==> src/rtl/cpba_pkg.sv <==
package cpba_pkg;

    typedef enum logic [2:0] {
        ST_IDLE,
        ST_SCAN_RD,
        ST_SCAN_LD,
        ST_SCAN_CHK,
        ST_MARK_RD,
        ST_MARK_WR,
        ST_FIN
    } t_state;

    localparam logic OP_ALLOC = 1'b0;
    localparam logic OP_FREE  = 1'b1;

    localparam logic STAT_OK  = 1'b0;
    localparam logic STAT_OOM = 1'b1;

    localparam int WORD_BITS = 32;
    localparam int CNT_W     = 9;
    localparam logic [CNT_W-1:0] RUN_MAX = '1;

endpackage

==> src/rtl/cpba_map.sv <==
module cpba_map #(
    parameter int WORDS = 8,
    parameter int AW    = 3
) (
    input  logic          i_clk,
    input  logic          i_rst_n,
    input  logic          i_rd_en,
    input  logic          i_wr_en,
    input  logic [AW-1:0] i_addr,
    input  logic [31:0]   i_wdata,
    output logic [31:0]   o_rdata
);

    logic [31:0]      r_mem [WORDS];
    logic [WORDS-1:0] r_vld;
    logic [31:0]      r_rdata;
    logic             r_rvld;

    always_ff @(posedge i_clk) begin
        if (i_wr_en) begin
            r_mem[i_addr] <= i_wdata;
        end
        if (i_rd_en) begin
            r_rdata <= r_mem[i_addr];
            r_rvld  <= r_vld[i_addr];
        end
    end

    // unwritten words read as all used
    always_ff @(posedge i_clk) begin
        if (!i_rst_n) begin
            r_vld <= '0;
        end else if (i_wr_en) begin
            r_vld[i_addr] <= 1'b1;
        end
    end

    assign o_rdata = r_rvld ? r_rdata : '1;

endmodule

==> src/rtl/contiguous_page_bitmap_allocator.sv <==
// channel | valid   | ready   | payload
// input   | i_valid | o_ready | i_opcode, i_start_page, i_page_count
// output  | o_valid | i_ready | o_status, o_page_index, o_free_pages
//
// One item at a time; o_ready is high only in the idle state.
// Allocate: each map word scanned takes a read, a load and up to four 8-page steps of
// the run scanner; then each word marked takes a read and a write, then the finish state.
// Free: a read and a write per word touched. All go through the single map memory port.
// Reset is synchronous; every page reads as used and the free count is zero.
// A stalled result is held in the output register; the next item is still taken.
module contiguous_page_bitmap_allocator
    import cpba_pkg::*;
#(
    parameter int MAP_WORDS = 8
) (
    input  logic       i_clk,
    input  logic       i_rst_n,
    input  logic       i_valid,
    output logic       o_ready,
    input  logic       i_opcode,
    input  logic [7:0] i_start_page,
    input  logic [8:0] i_page_count,
    output logic       o_valid,
    input  logic       i_ready,
    output logic       o_status,
    output logic [7:0] o_page_index,
    output logic [8:0] o_free_pages
);

    localparam int AW        = (MAP_WORDS > 1) ? $clog2(MAP_WORDS) : 1;
    localparam int PW        = AW + 5;
    localparam int SW        = (PW > 8) ? PW : 8;
    localparam int EW        = ((SW > 9) ? SW : 9) + 1;
    localparam int TOTAL     = MAP_WORDS * WORD_BITS;
    localparam int COUNT_CAP = (TOTAL < 511) ? TOTAL : 511;

    localparam logic [EW-1:0]    TOTAL_E = EW'(TOTAL);
    localparam logic [CNT_W-1:0] CAP_C   = CNT_W'(COUNT_CAP);
    localparam logic [AW-1:0]    LAST_W  = AW'(MAP_WORDS - 1);

    t_state           r_state, n_state;
    logic             r_op, n_op;
    logic [CNT_W-1:0] r_need, n_need;
    logic [SW-1:0]    r_start, n_start;
    logic [EW-1:0]    r_end, n_end;
    logic [CNT_W-1:0] r_run, n_run;
    logic             r_found, n_found;
    logic [AW-1:0]    r_widx, n_widx;
    logic [31:0]      r_word, n_word;
    logic [1:0]       r_chunk, n_chunk;
    logic [CNT_W-1:0] r_cnt, n_cnt;
    logic             r_oval, n_oval;
    logic             r_status, n_status;
    logic [7:0]       r_pidx, n_pidx;
    logic [CNT_W-1:0] r_ofree, n_ofree;

    logic             map_rd, map_wr;
    logic [31:0]      map_rdata, map_wdata;

    logic [CNT_W-1:0] v_run;
    logic [SW-1:0]    v_start;
    logic             v_found;

    logic [SW-1:0]    in_start;
    logic             free_skip;
    logic [EW-6:0]    wnext;
    logic [EW-1:0]    wbound;
    logic             mark_last;
    logic [4:0]       lo_off;
    logic [31:0]      mask;
    logic             fin_go;
    logic [CNT_W-1:0] cnt_alloc, cnt_free;
    logic [CNT_W:0]   cnt_sum;

    cpba_map #(
        .WORDS (MAP_WORDS),
        .AW    (AW)
    ) u_map (
        .i_clk   (i_clk),
        .i_rst_n (i_rst_n),
        .i_rd_en (map_rd),
        .i_wr_en (map_wr),
        .i_addr  (r_widx),
        .i_wdata (map_wdata),
        .o_rdata (map_rdata)
    );

    // run scanner: eight pages per step
    always_comb begin
        logic [PW-1:0] v_p;
        v_run   = r_run;
        v_start = r_start;
        v_found = 1'b0;
        v_p     = '0;
        for (int k = 0; k < 8; k++) begin
            if (!v_found) begin
                v_p = {r_widx, r_chunk, 3'(k)};
                if (r_word[k]) begin
                    v_run = '0;
                end else begin
                    if (v_run == '0) begin
                        v_start = SW'(v_p);
                    end
                    if (v_run != RUN_MAX) begin
                        v_run = v_run + 1'b1;
                    end
                    if (r_need == '0 || v_run >= r_need) begin
                        v_found = 1'b1;
                    end
                end
            end
        end
    end

    assign in_start  = SW'(i_start_page);
    assign free_skip = (i_page_count == '0) || (EW'(i_start_page) >= TOTAL_E);
    assign wnext     = (EW - 5)'(r_widx) + 1'b1;
    assign wbound    = {wnext, 5'b0};
    assign mark_last = (r_end <= wbound) || (r_widx == LAST_W);
    assign lo_off    = (r_widx == r_start[AW+4:5]) ? r_start[4:0] : 5'd0;
    assign mask      = (32'hFFFF_FFFF << lo_off) &
                       ((r_end < wbound) ? ~(32'hFFFF_FFFF << r_end[4:0]) : 32'hFFFF_FFFF);
    assign fin_go    = !r_oval || i_ready;

    assign cnt_alloc = (r_cnt > r_need) ? r_cnt - r_need : '0;
    assign cnt_sum   = {1'b0, r_cnt} + {1'b0, r_need};
    assign cnt_free  = (cnt_sum > {1'b0, CAP_C}) ? CAP_C : cnt_sum[CNT_W-1:0];

    always_comb begin
        n_state = r_state;
        case (r_state)
            ST_IDLE: begin
                if (i_valid) begin
                    if (i_opcode == OP_ALLOC) begin
                        n_state = ST_SCAN_RD;
                    end else if (free_skip) begin
                        n_state = ST_FIN;
                    end else begin
                        n_state = ST_MARK_RD;
                    end
                end
            end
            ST_SCAN_RD:  n_state = ST_SCAN_LD;
            ST_SCAN_LD:  n_state = ST_SCAN_CHK;
            ST_SCAN_CHK: begin
                if (v_found) begin
                    n_state = (r_need == '0) ? ST_FIN : ST_MARK_RD;
                end else if (r_chunk == 2'd3) begin
                    n_state = (r_widx == LAST_W) ? ST_FIN : ST_SCAN_RD;
                end
            end
            ST_MARK_RD:  n_state = ST_MARK_WR;
            ST_MARK_WR:  n_state = mark_last ? ST_FIN : ST_MARK_RD;
            ST_FIN: begin
                if (fin_go) begin
                    n_state = ST_IDLE;
                end
            end
            default:     n_state = ST_IDLE;
        endcase
    end

    always_comb begin
        o_ready   = (r_state == ST_IDLE);
        map_rd    = (r_state == ST_SCAN_RD) || (r_state == ST_MARK_RD);
        map_wr    = (r_state == ST_MARK_WR);
        map_wdata = (r_op == OP_ALLOC) ? (map_rdata | mask) : (map_rdata & ~mask);
    end

    always_comb begin
        n_op     = r_op;
        n_need   = r_need;
        n_start  = r_start;
        n_end    = r_end;
        n_run    = r_run;
        n_found  = r_found;
        n_widx   = r_widx;
        n_word   = r_word;
        n_chunk  = r_chunk;
        n_cnt    = r_cnt;
        n_oval   = r_oval;
        n_status = r_status;
        n_pidx   = r_pidx;
        n_ofree  = r_ofree;
        if (o_valid && i_ready) begin
            n_oval = 1'b0;
        end
        case (r_state)
            ST_IDLE: begin
                if (i_valid) begin
                    n_op    = i_opcode;
                    n_need  = i_page_count;
                    n_start = in_start;
                    n_end   = EW'(i_start_page) + EW'(i_page_count);
                    n_run   = '0;
                    n_found = 1'b0;
                    n_widx  = (i_opcode == OP_FREE && !free_skip) ? in_start[AW+4:5] : '0;
                end
            end
            ST_SCAN_LD: begin
                n_word  = map_rdata;
                n_chunk = 2'd0;
            end
            ST_SCAN_CHK: begin
                n_run   = v_run;
                n_start = v_start;
                if (v_found) begin
                    n_found = 1'b1;
                    n_end   = EW'(v_start) + EW'(r_need);
                    n_widx  = v_start[AW+4:5];
                end else begin
                    n_word  = r_word >> 8;
                    n_chunk = r_chunk + 1'b1;
                    if (r_chunk == 2'd3 && r_widx != LAST_W) begin
                        n_widx = r_widx + 1'b1;
                    end
                end
            end
            ST_MARK_WR: begin
                if (!mark_last) begin
                    n_widx = r_widx + 1'b1;
                end
            end
            ST_FIN: begin
                if (fin_go) begin
                    n_oval = 1'b1;
                    if (r_op == OP_FREE) begin
                        n_status = STAT_OK;
                        n_pidx   = 8'd0;
                        n_cnt    = cnt_free;
                    end else if (r_found) begin
                        n_status = STAT_OK;
                        n_pidx   = r_start[7:0];
                        n_cnt    = cnt_alloc;
                    end else begin
                        n_status = STAT_OOM;
                        n_pidx   = 8'd0;
                        n_cnt    = r_cnt;
                    end
                    n_ofree = n_cnt;
                end
            end
            default: begin
            end
        endcase
    end

    always_ff @(posedge i_clk) begin
        if (!i_rst_n) begin
            r_state <= ST_IDLE;
            r_cnt   <= '0;
            r_oval  <= 1'b0;
        end else begin
            r_state <= n_state;
            r_cnt   <= n_cnt;
            r_oval  <= n_oval;
        end
    end

    always_ff @(posedge i_clk) begin
        r_op     <= n_op;
        r_need   <= n_need;
        r_start  <= n_start;
        r_end    <= n_end;
        r_run    <= n_run;
        r_found  <= n_found;
        r_widx   <= n_widx;
        r_word   <= n_word;
        r_chunk  <= n_chunk;
        r_status <= n_status;
        r_pidx   <= n_pidx;
        r_ofree  <= n_ofree;
    end

    assign o_valid      = r_oval;
    assign o_status     = r_status;
    assign o_page_index = r_pidx;
    assign o_free_pages = r_ofree;

    a_cnt_cap: assert property (@(posedge i_clk) disable iff (!i_rst_n)
        r_cnt <= CAP_C)
        else $error("free count above page total");

    a_oom_index: assert property (@(posedge i_clk) disable iff (!i_rst_n)
        (o_valid && o_status == STAT_OOM) |-> (o_page_index == 8'd0))
        else $error("out-of-memory item carries a page index");

    a_mark_found: assert property (@(posedge i_clk) disable iff (!i_rst_n)
        (r_state == ST_MARK_WR) |-> (r_found || r_op == OP_FREE))
        else $error("map written on allocate without a run found");

    a_alloc_scan: assert property (@(posedge i_clk) disable iff (!i_rst_n)
        (i_valid && o_ready && i_opcode == OP_ALLOC) |=> (r_state == ST_SCAN_RD))
        else $error("allocate item did not start a scan");

endmodule

==> config.mk <==
export PLATFORM = sky130hd
export DESIGN_NAME = contiguous_page_bitmap_allocator
export DESIGN_NICKNAME = d
export VERILOG_FILES = /design/src/rtl/cpba_pkg.sv /design/src/rtl/cpba_map.sv /design/src/rtl/contiguous_page_bitmap_allocator.sv
export SDC_FILE = /design/constraint.sdc
export NUM_CORES = 1
export LEC_CHECK = 0
export BUFFER_PORTS_ARGS = -buffer_cell sky130_fd_sc_hd__buf_2
export CORE_MARGIN = 2
export CORE_UTILIZATION = 35
export CTS_CLUSTER_DIAMETER = 30
export DETAILED_ROUTE_END_ITERATION = 6
export GPL_TIMING_DRIVEN = 0
export PLACE_DENSITY = 0.5
export SYNTH_ARGS = -nofsm -noshare
export SYNTH_HDL_FRONTEND = slang
export SYNTH_SLANG_ARGS = --single-unit
==> constraint.sdc <==
create_clock -name i_clk -period 21.4 [get_ports i_clk]
set_clock_uncertainty 0.2 [all_clocks]
set_input_delay 3.21 -clock i_clk [delete_from_list [all_inputs] [get_ports i_clk]]
set_output_delay 3.21 -clock i_clk [all_outputs]
set_load 0.01 [all_outputs]
==> run_results.csv, run 1 <==
group,metric,value,unit
outcome,status,"finished, final reports clean",
critical_path,crit_arrival,20030,ps
yosys,synthAdderAreaFrac,6.90,%
global_route,grt-ovfl-total,0,
hold_path,hp-class,"flop to flop",
timing,report.final.slew_viol_count,0,
cts,cts_tree,"done",
global_route,antenna_found_initial,0,
critical_path,cp-start-kind,"flop",
pwr,leakage,10.9,nW
cells_and_area,antenna-diode-count,0,
timing,hold_slack,254,ps
detailed_routing,vias,18673,
yosys,async_reset_ff_share,0,%
yosys,synth_top_family_by_area,"compound AO/OA/AOI/OAI gates",
critical_path,path_max_fanout,21,
timing,final.setup.worst_slack,1460,ps
cts,cts_setup_buffers,0,
critical_path,worstSetupEndpointType,"flop",
yosys,synth-simple-area-share,13.8,%
pwr,ir_drop,87.9,uV
job,max_cap_violations,0,
critical_path,worst_path_largest_cell_delay,1060,ps
cells_and_area,postLayoutCellArea,29300,sq um
die,io_pins,42,
yosys,syn-instance-count,2133,
critical_path,rr_worst_depth,83,
hold_path,whs_path_depth,1,
detailed_routing,antenna_left,0,
timing,fin_tns_setup,0,ps
cts,ctsResizeCount,0,
cts,clkLatencyLatePin,620,ps
yosys,synth_edf_count,382,
detailed_routing,drcViolationCount,0,
timing,rsz0062_at_grt,"no",
placement,place_congestion,0.866,
cts,cts-buffers-inserted,85,
placement,dpl.hpwl,55400,microns
timing,max_freq,50.2,MHz
die,initial_core_util,35.2,%
cts,path_clk_slew,40,ps
global_route,grt_pass1_vias,18720,
detailed_routing,via_per_inst,5.66,
timing,post-route-min-period,19940,ps
die,die-area,72300,sq um
pwr,power,4.47,mW
yosys,muxShareOfSynthArea,9.25,%
placement,dpl_cell_area,26400,sq um
yosys,ys_seq_elements,403,
cells_and_area,syn_to_final_growth,19.2,%
critical_path,cpMostUsedCell,"a21o_1",
timing,tightest_slew,1240,ps
cells_and_area,nets,2445,
cts,root_buffer,"clkbuf_16",
yosys,yosysWarnings,0,
cells_and_area,final_core_util,41.9,%
placement,numPortBuffers,41,
critical_path,path_depth,83,
die,die_h,269,microns
cells_and_area,layoutNonFillerInstCount,3300,
yosys,ys_seq_area_share,48.4,%
placement,post-place-ws,1100,ps
yosys,syn_avg_cell_area,11.5,sq um
detailed_routing,drtPass1Iterations,6,
pwr,power_per_cell_area,153,nW/um^2
yosys,synth-xor-area-share,1.57,%
cts,ctsHoldBuffers,0,
cts,h-tree-depth,3,
timing,hold_violations,0,
yosys,synthesis.nets,2288,
global_route,grt_use_total,21.0,%
yosys,synthFlopType,"edfxtp_1",
global_route,grt_pass1_wl,115000,microns
timing,fin_crit_sh,93.2,%
yosys,syn_area,24600,sq um
critical_path,cp_top_family,"compound AO/OA/AOI/OAI gates",
timing,setup_viol,0,
die,rows,97,
cells_and_area,drive_above_1_share,18.0,%
critical_path,crit_type,"flop to flop",
placement,dp_cells,3143,
detailed_routing,drt_first_iter_violations,1573,
yosys,synth_cell_types,114,
critical_path,critical_path_buf_inv_count,12,
global_route,grt_max_degree,22,
die,core,69800,sq um
detailed_routing,routed_wl,75800,microns
yosys,synth_compound_area_share,16.8,%
die,die_x,269,microns
critical_path,cp.required,21490,ps
cts,cts_sinks,403,
critical_path,crit_slowest_cell,"o41ai_1",
timing,relSlewSlack,16.0,%
detailed_routing,wl_per_cell,23.0,microns
cts,clk_path_buf_depth,3,
-- report_power, final --
part / switching, mW / internal (mW)
clock: 0.444 / 0.829
combinational: 1.28 / 0.717
sequential: 0.0730 / 1.12
total: 1.80 / 2.67
-- metal layers --
metal  global-route usage (%)  share of wire (%)  wire (microns)
met3                     2.81                4.7            3550
met2                     34.8                 48           36100
met1                     28.4                 45           34000
met4                     7.22                2.9            2190
met5                        0                  0               0
-- state kept, by name (all words and copies together) (netlist names), 9 cells and up --
signal         cells
r_run              9
o_free_pages       9
r_cnt              9
u_map.r_rdata     32
u_map.r_mem      256
r_end             10
r_need             9
r_word            32
-- synth_stat cells (14+ instances only) --
library cell | n | share of area, %
nor2_1 | 190 | 2.9
buf_1 | 16 | 0.24
and3_1 | 26 | 0.66
a21o_1 | 49 | 1.5
or2_2 | 21 | 0.54
o211ai_1 | 18 | 0.55
nand2b_1 | 31 | 0.79
nand3_1 | 33 | 0.67
nor4_1 | 16 | 0.41
mux4_2 | 66 | 6.1
ha_1 | 129 | 6.6
and2_1 | 32 | 0.82
nor3_1 | 44 | 0.90
a31oi_1 | 43 | 1.1
xnor2_1 | 31 | 1.1
a211oi_1 | 21 | 0.64
mux2i_1 | 38 | 1.5
o311a_1 | 16 | 0.65
clkbuf_1 | 81 | 1.2
inv_1 | 79 | 1.2
edfxtp_1 | 382 | 47
o21a_1 | 24 | 0.73
dfxtp_1 | 21 | 1.7
mux2_2 | 36 | 1.7
o21ai_0 | 73 | 1.5
a21oi_1 | 123 | 2.5
nor2b_1 | 52 | 1.3
o22ai_1 | 14 | 0.36
nand4_1 | 25 | 0.64
nand2_1 | 131 | 2.0
-- placed cells by master, fill, tap and decap left out, types with 18 or more instances in the layout --
master     instances
and3_1            26
xnor2_1           31
o21a_1            24
nor2_1           185
mux4_2            66
nor2b_1           52
o211ai_1          18
clkbuf_16         86
a31oi_1           43
mux2_2            36
nand2_1          131
or2_2             21
dfxtp_1           21
inv_1             79
nand3_1           33
mux2i_1           37
clkinv_2          22
buf_2             52
a211oi_1          20
o21ai_0           73
nand4_1           25
and2_1            32
clkbuf_1          88
nand2b_1          31
a21oi_1          120
a21o_1            49
edfxtp_1         382
ha_1             129
nor3_1            40
-- final timing paths --
path                    end  slack (ps)           start
max               r_word[0]        1460        r_run[1]
min          u_map.r_vld[2]         250  u_map.r_vld[2]
max reg2reg       r_word[0]        1460        r_run[1]
min reg2reg  u_map.r_vld[2]         250  u_map.r_vld[2]
-- cell type report --
| cell class | count | area (sq um) |
|---|---|---|
| flip-flops and latches | 403 | 11900 |
| fillers | 6590 | 40500 |
| multi-input cells | 1534 | 12000 |
| clock buffers | 97 | 2230 |
| inverters | 80 | 300 |
| plain buffers | 116 | 488 |
| clock inverters | 60 | 624 |
| repair buffers | 70 | 579 |
| well taps | 940 | 1180 |
-- cells by family after synthesis --
logic type                 Yosys count
muxes                              140
and+or+nand+nor                    661
adders and majority gates          133
DFF                                403
AOI/OAI and AO/OA                  556
buffers and inverters              196
xor gates and xnor gates            44
-- worst reg2reg max path: cells and delay by family, from the launching register on --
family,cells,cell delay [ps]
xor+xnor,3,650
buf+inv,12,2850
simple gates,25,4980
flops,1,520
compound gates,34,8230
mux,1,150
fa+ha+maj,8,2080
No activity file was read; power rests on OpenSTA's default activity.
==> run 2: changes to the inputs <==
- CTS_BUF_LIST: unset -> sky130_fd_sc_hd__clkbuf_2
==> run_results.csv, run 2 (same netlist as run 1, synthesis figures left out) <==
group,metric,value,unit
cts,cts_sinks,403,
cells_and_area,regArea,11900,sq um
die,io_pins,42,
job,max_cap_violations,0,
global_route,grt_pass1_wl,115000,microns
cells_and_area,final_core_util,39.3,%
global_route,grt_use_total,20.9,%
global_route,antenna_found_initial,2,
cells_and_area,layout_commonest_cell,"edfxtp_1",
pwr,clkPwrFrac,14.6,%
critical_path,worstSetupEndpointType,"flop",
cells_and_area,syn_to_final_growth,11.6,%
cells_and_area,drive_above_1_share,18.6,%
global_route,grt_pass1_vias,18727,
detailed_routing,vias,18821,
hold_path,min_from,"u_map.r_vld[2]",
timing,hold_slack,269,ps
timing,relSlewSlack,14.7,%
detailed_routing,drtPass1Iterations,6,
critical_path,cp-start-kind,"flop",
cells_and_area,largest_reg_flops,256,
outcome,status,"finished, final reports clean",
cts,ctsResizeCount,0,
timing,post-route-min-period,19930,ps
cts,clkLatencyLatePin,1100,ps
die,core,69800,sq um
timing,setup_viol,0,
cells_and_area,final_cell_mix,"382 x edfxtp_1, 185 x nor2_1, 148 x clkbuf_2",
die,initial_core_util,35.2,%
timing,rsz0062_at_grt,"no",
detailed_routing,wl_per_cell,22.7,microns
cells_and_area,nets,2462,
timing,fin_crit_sh,93.1,%
critical_path,cpMostUsedCell,"a21o_1",
timing,hold_violations,0,
cells_and_area,num-fill-cells,6848,
critical_path,cp.required,21930,ps
critical_path,crit_arrival,20460,ps
pwr,ir_drop,66.0,uV
detailed_routing,drcViolationCount,0,
detailed_routing,routed_wl,75500,microns
pwr,power_per_cell_area,136,nW/um^2
die,die_x,269,microns
pwr,leakage,10.2,nW
critical_path,critPathLaunch,"r_run[8]",
placement,dpl.hpwl,55400,microns
cts,root_buffer,"clkbuf_2",
cts,cts_setup_buffers,0,
die,die_h,269,microns
global_route,grt-ovfl-total,0,
pwr,internal_power,2.05,mW
pwr,seqPwrFrac,31.9,%
cts,path_clk_slew,100,ps
pwr,power,3.73,mW
cells_and_area,top_register,"u_map.r_mem",
pwr,p_comb_share,53.5,%
timing,tightest_slew,1260,ps
cells_and_area,reg_top3,"u_map.r_mem (256), r_word (32), u_map.r_rdata (32)",
cts,clk_path_buf_depth,3,
timing,report.final.slew_viol_count,0,
global_route,grt_max_degree,22,
critical_path,path_max_fanout,21,
cts,cts-buffers-inserted,102,
critical_path,reg2reg_from,"r_run[8]",
cells_and_area,multiInputGateArea,12000,sq um
detailed_routing,drt_first_iter_violations,1575,
critical_path,worst_path_largest_cell_delay,1070,ps
placement,numPortBuffers,41,
pwr,p_sw,1.68,mW
detailed_routing,via_per_inst,5.65,
detailed_routing,antenna_left,0,
critical_path,crit_slowest_cell,"o41ai_1",
pwr,netSwitchingFraction,45.1,%
timing,max_freq,50.2,MHz
die,die-area,72300,sq um
cts,h-tree-depth,3,
cts,cts_tree,"done",
cts,ctsHoldBuffers,0,
hold_path,hp-class,"flop to flop",
placement,place_congestion,0.866,
die,rows,97,
critical_path,crit_type,"flop to flop",
## run 2: per-layer routing
metal / share of wire [%] / GRT usage, %
met3: 4.4 / 2.95
met2: 48 / 34.8
met4: 2.8 / 6.82
met1: 45 / 28.2
met5: 0 / 0
## run 2: power groups by stage
| stage | registers (mW) | clock network (mW) | logic (mW) |
|---|---|---|---|
| after floorplan | 1.17 | 0 | 1.40 |
| after global placement | 1.21 | 0 | 1.94 |
| after detailed placement | 1.21 | 0 | 1.98 |
| after CTS | 1.19 | 0.566 | 1.99 |
| after global routing | 1.20 | 0.609 | 2.21 |
| final | 1.19 | 0.544 | 2.00 |
## run 2: layout make-up
type	instances	area share [%]
flip-flops and latches	403	43.4
plain buffers	116	1.78
diodes	3	0.0274
inverters	80	1.10
multi-input cells	1534	43.7
repair buffers	70	2.11
clock inverters	38	0.895
well taps	940	4.29
clock buffers	147	2.69
## run 2: critical path, delay by kind of cell (launching register included)
family	cells	cell delay (ps)
compound gates	34	8180
simple gates	25	4960
buf+inv	13	3250
fa+ha+maj	7	1820
xor+xnor	3	640
flops	1	400
mux	1	150
## run 2: worst paths after layout
| path | to | slack (ps) | cells past startpoint |
|---|---|---|---|
| worst max register to register | r_word[0] | 1470 | 83 |
| worst min register to register | u_map.r_vld[2] | 270 | 1 |
| worst max-delay path | r_word[0] | 1470 | 83 |
| worst min-delay path | u_map.r_vld[2] | 270 | 1 |
## run 2: through the flow
step / instance area, sq um / TNS (ps) / cells / setup WS, ps
floorplan: 24600 / 0 / 2133 / 4540
global route: 27400 / 0 / 3331 / 35.2
CTS: 27400 / 0 / 3328 / 1050
finish: 27400 / 0 / 3331 / 1470
detailed placement: 26400 / 0 / 3143 / 1100
global placement: 25900 / -23010 / 3114 / -682
